**src/rtl/core/bc_pkg.sv**
```systemverilog
// shared constants and controller/datapath interface types for the binomial coefficient unit
package bc_pkg;

  localparam int RESULT_BITS = 64;
  localparam int ARG_BITS    = 8;
  localparam int MAG_BITS    = ARG_BITS - 1;
  localparam int ROUND_BITS  = MAG_BITS - 1;
  localparam int PROD_BITS   = RESULT_BITS + MAG_BITS;
  localparam int BITCNT_BITS = $clog2(RESULT_BITS);
  localparam int IN_BITS     = 2 * ARG_BITS;
  localparam int COEF_BITS   = 64;
  localparam int OUT_BITS    = ((COEF_BITS + 1 + 7) / 8) * 8;

  typedef struct packed {
    logic load;
    logic mul;
    logic div_step;
  } bc_cmd_t;

  typedef struct packed {
    logic rounds_done;
    logic div_last;
  } bc_status_t;

endpackage

```
**src/rtl/core/bc_ctrl.sv**
```systemverilog
// controller state machine sequencing multiply and divide rounds
module bc_ctrl (
  input  logic              clk,
  input  logic              rst,
  input  logic              s_tvalid,
  output logic              s_tready,
  output logic              m_tvalid,
  input  logic              m_tready,
  input  bc_pkg::bc_status_t status,
  output bc_pkg::bc_cmd_t   cmd
);

  typedef enum logic [4:0] {
    ST_IDLE  = 5'b00001,
    ST_CHECK = 5'b00010,
    ST_MUL   = 5'b00100,
    ST_DIV   = 5'b01000,
    ST_OUT   = 5'b10000
  } state_t;

  state_t state;
  state_t state_next;

  always_ff @(posedge clk) begin
    if (rst) begin
      state <= ST_IDLE;
    end else begin
      state <= state_next;
    end
  end

  always_comb begin
    state_next   = state;
    cmd.load     = 1'b0;
    cmd.mul      = 1'b0;
    cmd.div_step = 1'b0;
    case (state)
      ST_IDLE: begin
        if (s_tvalid) begin
          cmd.load   = 1'b1;
          state_next = ST_CHECK;
        end
      end
      ST_CHECK: begin
        state_next = status.rounds_done ? ST_OUT : ST_MUL;
      end
      ST_MUL: begin
        cmd.mul    = 1'b1;
        state_next = ST_DIV;
      end
      ST_DIV: begin
        cmd.div_step = 1'b1;
        if (status.div_last) begin
          state_next = ST_CHECK;
        end
      end
      ST_OUT: begin
        if (m_tready) begin
          state_next = ST_IDLE;
        end
      end
      default: begin
        state_next = ST_IDLE;
      end
    endcase
  end

  assign s_tready = (state == ST_IDLE);
  assign m_tvalid = (state == ST_OUT);

endmodule

```
**src/rtl/core/bc_datapath.sv**
```systemverilog
// accumulator, multiplier and bit-serial restoring divider
module bc_datapath (
  input  logic                              clk,
  input  logic signed [bc_pkg::ARG_BITS-1:0] n_value,
  input  logic signed [bc_pkg::ARG_BITS-1:0] k_value,
  input  bc_pkg::bc_cmd_t                   cmd,
  output bc_pkg::bc_status_t                status,
  output logic [bc_pkg::RESULT_BITS-1:0]    acc,
  output logic                              overflow
);

  logic [bc_pkg::MAG_BITS-1:0]    n_reg;
  logic [bc_pkg::ROUND_BITS-1:0]  rounds;
  logic [bc_pkg::ROUND_BITS-1:0]  idx;
  logic [bc_pkg::ROUND_BITS-1:0]  rem;
  logic [bc_pkg::BITCNT_BITS-1:0] bitcnt;

  logic                           invalid;
  logic [bc_pkg::MAG_BITS-1:0]    n_mag;
  logic [bc_pkg::MAG_BITS-1:0]    k_mag;
  logic [bc_pkg::MAG_BITS-1:0]    n_minus_k;
  logic [bc_pkg::MAG_BITS-1:0]    k_red;
  logic [bc_pkg::MAG_BITS-1:0]    mult;
  logic [bc_pkg::MAG_BITS-1:0]    divisor;
  logic [bc_pkg::PROD_BITS-1:0]   prod;
  logic [bc_pkg::MAG_BITS-1:0]    rem_sh;
  logic                           rem_ge;
  logic [bc_pkg::MAG_BITS-1:0]    rem_diff;

  // argument check and symmetry reduction
  always_comb begin
    n_mag     = n_value[bc_pkg::MAG_BITS-1:0];
    k_mag     = k_value[bc_pkg::MAG_BITS-1:0];
    invalid   = n_value[bc_pkg::ARG_BITS-1] | k_value[bc_pkg::ARG_BITS-1] | (k_mag > n_mag);
    n_minus_k = n_mag - k_mag;
    k_red     = (k_mag > n_minus_k) ? n_minus_k : k_mag;
  end

  assign mult    = n_reg - {1'b0, idx};
  assign divisor = {1'b0, idx} + bc_pkg::MAG_BITS'(1);
  assign prod    = bc_pkg::PROD_BITS'(acc) * bc_pkg::PROD_BITS'(mult);

  // one quotient bit per cycle, dividend shifted out of acc
  assign rem_sh   = {rem, acc[bc_pkg::RESULT_BITS-1]};
  assign rem_ge   = (rem_sh >= divisor);
  assign rem_diff = rem_sh - divisor;

  always_ff @(posedge clk) begin
    if (cmd.load) begin
      n_reg    <= n_mag;
      idx      <= '0;
      overflow <= 1'b0;
      if (invalid) begin
        rounds <= '0;
        acc    <= '0;
      end else begin
        rounds <= k_red[bc_pkg::ROUND_BITS-1:0];
        acc    <= bc_pkg::RESULT_BITS'(1);
      end
    end else if (cmd.mul) begin
      acc      <= prod[bc_pkg::RESULT_BITS-1:0];
      overflow <= overflow | (prod[bc_pkg::PROD_BITS-1:bc_pkg::RESULT_BITS] != '0);
      rem      <= '0;
      bitcnt   <= '0;
    end else if (cmd.div_step) begin
      acc    <= {acc[bc_pkg::RESULT_BITS-2:0], rem_ge};
      rem    <= rem_ge ? rem_diff[bc_pkg::ROUND_BITS-1:0] : rem_sh[bc_pkg::ROUND_BITS-1:0];
      bitcnt <= bitcnt + bc_pkg::BITCNT_BITS'(1);
      if (status.div_last) begin
        idx <= idx + bc_pkg::ROUND_BITS'(1);
      end
    end
  end

  assign status.rounds_done = (idx == rounds);
  assign status.div_last    = (bitcnt == bc_pkg::BITCNT_BITS'(bc_pkg::RESULT_BITS - 1));

endmodule

```
**src/rtl/core/binomial_coefficient.sv**
```systemverilog
// binomial coefficient unit top level
// Computes C(n,k) for signed 8-bit n and k, one transaction at a time. Negative
// arguments or k > n give zero. Otherwise k is reduced to min(k, n-k) and each of
// the k rounds multiplies the accumulator by (n-i) and then divides it by (i+1)
// in a bit-serial restoring divider, one quotient bit per cycle.
// There are k' = min(k, n-k) rounds, at most 63, and the bit-serial divider
// dominates the time each item takes. The result stays on the master side until
// taken, and the next input transaction is accepted after that. overflow is set
// if any product needed more than 64 bits.
module binomial_coefficient (
  input  logic                          clk,
  input  logic                          rst,
  input  logic                          s_tvalid,
  output logic                          s_tready,
  input  logic [bc_pkg::IN_BITS-1:0]    s_tdata,  // n_value [7:0], k_value [15:8]
  output logic                          m_tvalid,
  input  logic                          m_tready,
  output logic [bc_pkg::OUT_BITS-1:0]   m_tdata   // coefficient [63:0], overflow [64], zeros above
);

  bc_pkg::bc_cmd_t                 cmd;
  bc_pkg::bc_status_t              status;
  logic [bc_pkg::RESULT_BITS-1:0]  acc;
  logic                            overflow;
  logic [bc_pkg::COEF_BITS-1:0]    coefficient;

  bc_ctrl u_ctrl (
    .clk      (clk),
    .rst      (rst),
    .s_tvalid (s_tvalid),
    .s_tready (s_tready),
    .m_tvalid (m_tvalid),
    .m_tready (m_tready),
    .status   (status),
    .cmd      (cmd)
  );

  bc_datapath u_datapath (
    .clk      (clk),
    .n_value  (s_tdata[bc_pkg::ARG_BITS-1:0]),
    .k_value  (s_tdata[bc_pkg::IN_BITS-1:bc_pkg::ARG_BITS]),
    .cmd      (cmd),
    .status   (status),
    .acc      (acc),
    .overflow (overflow)
  );

  assign coefficient = bc_pkg::COEF_BITS'(acc);
  assign m_tdata     = bc_pkg::OUT_BITS'({overflow, coefficient});

endmodule

```
**config.mk**
```make
export PLATFORM = sky130hd
export DESIGN_NAME = binomial_coefficient
export DESIGN_NICKNAME = d
export VERILOG_FILES = /design/src/rtl/core/bc_pkg.sv /design/src/rtl/core/bc_ctrl.sv /design/src/rtl/core/bc_datapath.sv /design/src/rtl/core/binomial_coefficient.sv
export SDC_FILE = /design/constraint.sdc
export NUM_CORES = 1
export LEC_CHECK = 0
export BUFFER_PORTS_ARGS = -buffer_cell sky130_fd_sc_hd__buf_2
export CAP_MARGIN = 0
export CORE_MARGIN = 2
export CORE_UTILIZATION = 40
export DETAILED_ROUTE_END_ITERATION = 7
export PLACE_DENSITY = 0.57
export RECOVER_POWER = 50
export SKIP_LAST_GASP = 1
export SLEW_MARGIN = 20
export SYNTH_ARGS = -nofsm -noshare
export SYNTH_HDL_FRONTEND = slang
export SYNTH_HIERARCHICAL = 1
export SYNTH_SLANG_ARGS = --single-unit
```
**constraint.sdc**
```tcl
create_clock -name clk -period 7.71 [get_ports clk]
set_clock_uncertainty 0.1 [all_clocks]
set_input_delay 0.771 -clock clk [delete_from_list [all_inputs] [get_ports clk]]
set_output_delay 0.771 -clock clk [all_outputs]
set_load 0.01 [all_outputs]
```
Yosys cells after proc, flatten, opt, wreduce, memory -nomap -nowiden
Cells that the tools add are included.

Bits of input ports: 20. Logic and storage cells: 56. Output and inout bits: 74. Register bits after elaboration: 101.

Equal/unequal tests: 10. Bitwise operators: 5. Reductions and logical operators: 6. $lt $le $gt $ge: 3. Multiplexer cells: 17. Multiply operators: 1. Add/subtract/negate cells: 6.

Operators by type and width (count): $mux 64 (3); $mul 64x7->71 (1); $pmux 5 s5 (1); $mux 6 (4); $mux 5 (4); $gt 7x7->1 (2); $add 6x1->6 const B (2); $add 6x1->7 const B (1); $ge 7x7->1 (1); $reduce_bool 7->1 (1); $sub 7x6->7 (1); $sub 7x7->7 (1); $eq 6x6->1 (1); $eq 6x6->1 const B (1); $reduce_and 3->1 (2); $sub 6x6->6 (1); $eq 5x1->1 const B (1); $eq 5x2->1 const B (1); $eq 5x3->1 const B (1); $eq 5x4->1 const B (1); $eq 5x5->1 const B (1); $mux 1 (5); $ne 2x2->1 const B (2); $or 1x1->1 (3); other kinds (5) (6).

Longest topological paths before layout
Word-level depth: 5. Gate-level depth with buffers: 32. Mapped depth without buffers: 30.

Hierarchy
The synthesis kept the hierarchy.

Modules (own cells, without submodules): bc_datapath (area an instance 20185.6 µm², instances 1, sequential area each 2812.7 µm², cells each 2339); bc_ctrl (area an instance 351.6 µm², instances 1, sequential area each 100.1 µm², cells each 41); binomial_coefficient (area an instance 63.8 µm², instances 1, sequential area each 0.0 µm², cells each 9).

Worst setup path after synthesis
OpenSTA, ideal clock, no wires.

Kind: register to register. Start point: reg u_datapath/idx[0] in the netlist's numbering. End point: reg u_datapath/acc[63] in the netlist's numbering (data pin). Buffers on the path: 2. Setup time: 270 ps. Data arrival time: 6779 ps. Setup slack: 562 ps. Period minus slack after synthesis: 7148 ps. Required time: 7340 ps. Stages on the path, launching flop included: 32. Path through: dfxtp_1 ha_1 inv_1 fa_1 a21o_1 a21oi_1 o21bai_1 a21oi_1 xnor2_1 clkbuf_1 nor2b_1 fa_1 inv_1 fa_1 inv_1 fa_1 inv_1 fa_1 inv_1 ha_1 clkbuf_1 a21o_1 o21bai_1 a221oi_1 a21boi_0 a211oi_1 o211a_1 a21oi_1 a221oi_1 o21ai_1 xnor2_1 o22ai_1.

Longest elaborated chain between the ends: 4.

Ends and longest elaborated chain: start: declaration (line bc_datapath.sv:14) `logic [bc_pkg::ROUND_BITS-1:0] idx;`; start signal: assignment (line bc_datapath.sv:70) `idx <= idx + bc_pkg::ROUND_BITS'(1);`; $sub 7x6->7 (line bc_datapath.sv:39) `assign mult = n_reg - {1'b0, idx};`; $mul 64x7->71 (line bc_datapath.sv:41) `assign prod = bc_pkg::PROD_BITS'(acc) * bc_pkg::PROD_BITS'(mult);`; $mux 64 (line bc_datapath.sv:60) `end else if (cmd.mul) begin`; $mux 64 (line bc_datapath.sv:49) `if (cmd.load) begin`; end signal: assignment (line bc_datapath.sv:58) `acc <= bc_pkg::RESULT_BITS'(1);`; end signal: assignment (line bc_datapath.sv:61) `acc <= prod[bc_pkg::RESULT_BITS-1:0];`; end signal: assignment (line bc_datapath.sv:66) `acc <= {acc[bc_pkg::RESULT_BITS-2:0], rem_ge};`; end: declaration (line bc_datapath.sv:8) `output logic [bc_pkg::RESULT_BITS-1:0] acc,`.

No other way between the ends. A chain may end at the register's enable or synchronous reset.

Worst setup path after layout
Start point: reg u_datapath/n_reg[0] in the netlist's numbering. End point: reg u_datapath/acc[57] in the netlist's numbering (data pin).

Longest elaborated chain between the ends: 4.

Ends and longest elaborated chain: start: declaration (line bc_datapath.sv:12) `logic [bc_pkg::MAG_BITS-1:0] n_reg;`; start signal: assignment (line bc_datapath.sv:50) `n_reg <= n_mag;`; $sub 7x6->7 (line bc_datapath.sv:39); $mul 64x7->71 (line bc_datapath.sv:41); $mux 64 (line bc_datapath.sv:60); $mux 64 (line bc_datapath.sv:49).

No other way between the ends.

==> results.toml <==
[clock_tree]
clk_latency_ns = 0.37
cts.path.max_buffers = 2
htree_levels = 3
tritoncts = "built"
clock-sinks = 101
clk_pin_slew_worst_paths_ns = 0.08
cts_made_buffers = 9
cts-root-buf = "clkbuf_16"

[detailed_routing]
wl_per_cell_um = 16.4
firstDrtPassIters = 5
vias = 15900
drt_iter0_markers = 985
wirelength_um = 51400
via_per_inst = 5.09
drc_errors = 0
ant_nets = 0

[cells_and_area]
nets = 2898
largest_reg_flops = 64
antenna_cells = 0
regArea_um2 = 2910
syn_to_final_growth_pct = 8.73
final_layout_size_suffix_gt1_share_pct = 6.03
post-route-util_pct = 43.8
multiInputGateArea_um2 = 15500
fin_area_um2 = 22400
fill_cells = 5121

[timing]
hold_viol = 0
final-setup-viol-count = 0
setup_slack_ns = 0.247
whs_ns = 0.469
fin_crit_ns = 7.46
worst_pin_slew_ns = 3.68
finalCritPeriodShare_pct = 96.8
final-max-slew-violation-count = 60
relSlewSlack_pct = -145
fmax_ghz = 0.134

[setup_path]
start_kind = "flip-flop"
crit_end = "u_datapath/acc[57]"
cp.depth = 31
rr_startpoint = "u_datapath/n_reg[0]"
critical_path_buf_inv_count = 8
worst-setup-path-type = "reg -> reg"
crit_top_cell = "inv_1"
r2r_end = "u_datapath/acc[57]"
slowest_delay_ns = 0.61
ff2ff_path_depth = 31
cp.required_ns = 7.71
worstPathMaxFanout = 37
critPathSlowestCell = "or4_4"
r2r_slack_ns = 0.25
critPathArrivalTime_ns = 7.46
cp_top_family = "adder cells"
crit_path_end_kind = "flip-flop"
setup.worst_path.start = "u_datapath/n_reg[0]"

[status]
violations = "capacitance limit, slew limit"
status = "finished, violations left"

[grt]
grt_max_degree = 88
antenna_found_initial = 0
grt_pass1_wl_um = 85600
grt_overflow = 0
grt_use_total_pct = 19.6
grt_pass1_vias = 16700

[placed_design]
hpwlAfterDp_um = 39900
pre_cts_ws_ns = 0.0397
gp_congestion = 0.854
dpl_cell_area_um2 = 21900
numPortBuffers = 86

[floorplan]
initial_utilization_pct = 40.3
die_area_um2 = 53300
io_pins = 94
die_w_um = 231
die_y_um = 231
rows = 83
core-area_um2 = 51100

[worst_hold_path]
hp-start = "u_datapath/idx[2]"
hold_class = "reg -> reg"

[logic_synthesis]
syn_area_um2 = 20600
async_reset_ff_share_pct = 0
ys_ff_latch = 101
ys.warnings.count = 6
synth.distinct_cells = 81
synth_cells = 2389
synth_edf_count = 89
synth-seq-area-share_pct = 14.1
avgSynthCellArea_um2 = 8.62
synth-main-ff-cell = "edfxtp_1"

[flow_run]
cap_violations = 1
area by class of cell:
cell class | instances | share of cell area [%]
Tap cell | 680 | 3.80
Clock buffer | 9 | 1.01
Sequential cell | 101 | 13.0
Clock inverter | 7 | 0.436
Timing Repair Buffer | 158 | 4.31
Multi-Input combinational cell | 1679 | 69.1
Inverter | 499 | 8.36
synthesized netlist by cell type, drive strengths merged (11+ instances only):
library cell  count  share of area, %
a211oi           16              0.58
buf              24              0.86
xor2             33               1.4
nor2            123               2.2
nand2           207               3.8
nand4            36               1.2
a21o             40               1.5
fa              312                30
o21a             12              0.44
o21ai            52               1.3
nor3             11              0.27
o21bai           21              0.77
nand3            20              0.49
nand2b           75               2.3
clkbuf           89               1.7
edfxtp           89                13
a21oi            98               2.4
ha              118               7.2
xnor2            69               2.9
nor2b            81               2.5
mux2i            61               3.0
and2            186               5.6
dfxtp            12               1.2
inv             499               9.1
what timing repair did:
action,4_1_cts,5_1_grt
hold endpoints to repair,0,0
hold buffers,0,0
resized for setup,0,33
buffers inserted,0,6
setup endpoints to repair,0,20
layer usage:
metal / up-vias / global-route usage [%] / share of wire (%) / routed length (um)
met5: - / 0 / 0 / 0
met4: 0 / 4.03 / 1.4 / 722
met3: 51 / 1.66 / 3.9 / 1990
met2: 351 / 33.3 / 48 / 24600
met1: 8010 / 27.3 / 47 / 24100
li1: 7531 / - / - / -
metrics by stage:
stage,std cells,setup TNS [ns]
after floorplan,2395,0
after global routing,3133,-0.206
after global placement,3108,0
after detailed placement,3108,0
final,3133,0
after CTS,3124,0
worst min-delay path, delay by kind of cell, from the launching register on:
kind,cells,cell delay (ns)
buffers and inverters,1,0.08
AND/OR/NAND/NOR,1,0.07
flip-flops,1,0.31
XOR/XNOR,1,0.08
kinds of logic after synthesis:
family                   share of synthesized area, %
XOR/XNOR                                         4.34
AO/OA/AOI/OAI                                    9.41
buffers and inverters                            12.0
other                                          0.0182
flip-flops                                       14.1
adder cells (fa/ha/maj)                          37.5
AND/OR/NAND/NOR                                  19.7
multiplexers                                     2.96
worst min-delay path by stage:
| stage | to | slack [ns] | cells past startpoint |
|---|---|---|---|
| after floorplan | u_datapath/overflow | 0.41 | 2 |
| after global placement | u_datapath/idx[2] | 0.45 | 3 |
| after detailed placement | u_datapath/idx[2] | 0.45 | 3 |
| after CTS | u_datapath/idx[2] | 0.48 | 3 |
| after global routing | u_ctrl/state[1] | 0.50 | 2 |
| final | u_datapath/idx[2] | 0.47 | 3 |
cells in the final DEF, fill, tap and decap left out, types with 11 or more instances in the layout:
master | Yosys | layout
clkbuf_1 | 87 | 75
xnor2_1 | 69 | 66
nor2_1 | 123 | 122
a21oi_1 | 98 | 90
nor2b_1 | 81 | 81
nand4_1 | 35 | 35
nand2_1 | 207 | 207
nand3_1 | 20 | 20
fa_1 | 312 | 311
a21o_1 | 39 | 39
o21ai_0 | 44 | 44
dfxtp_1 | 12 | 12
and2_1 | 186 | 185
buf_4 | 11 | 64
buf_2 | 1 | 13
mux2i_1 | 61 | 61
inv_1 | 499 | 499
o21a_1 | 12 | 12
a211oi_1 | 16 | 14
clkbuf_16 | 0 | 11
xor2_1 | 33 | 31
nor3_1 | 11 | 11
o21bai_1 | 21 | 20
ha_1 | 118 | 109
nand2b_1 | 74 | 74
edfxtp_1 | 89 | 89
Power is not shown: default switching activity piles up to over one toggle a cycle in this logic, so the estimate is an artifact.
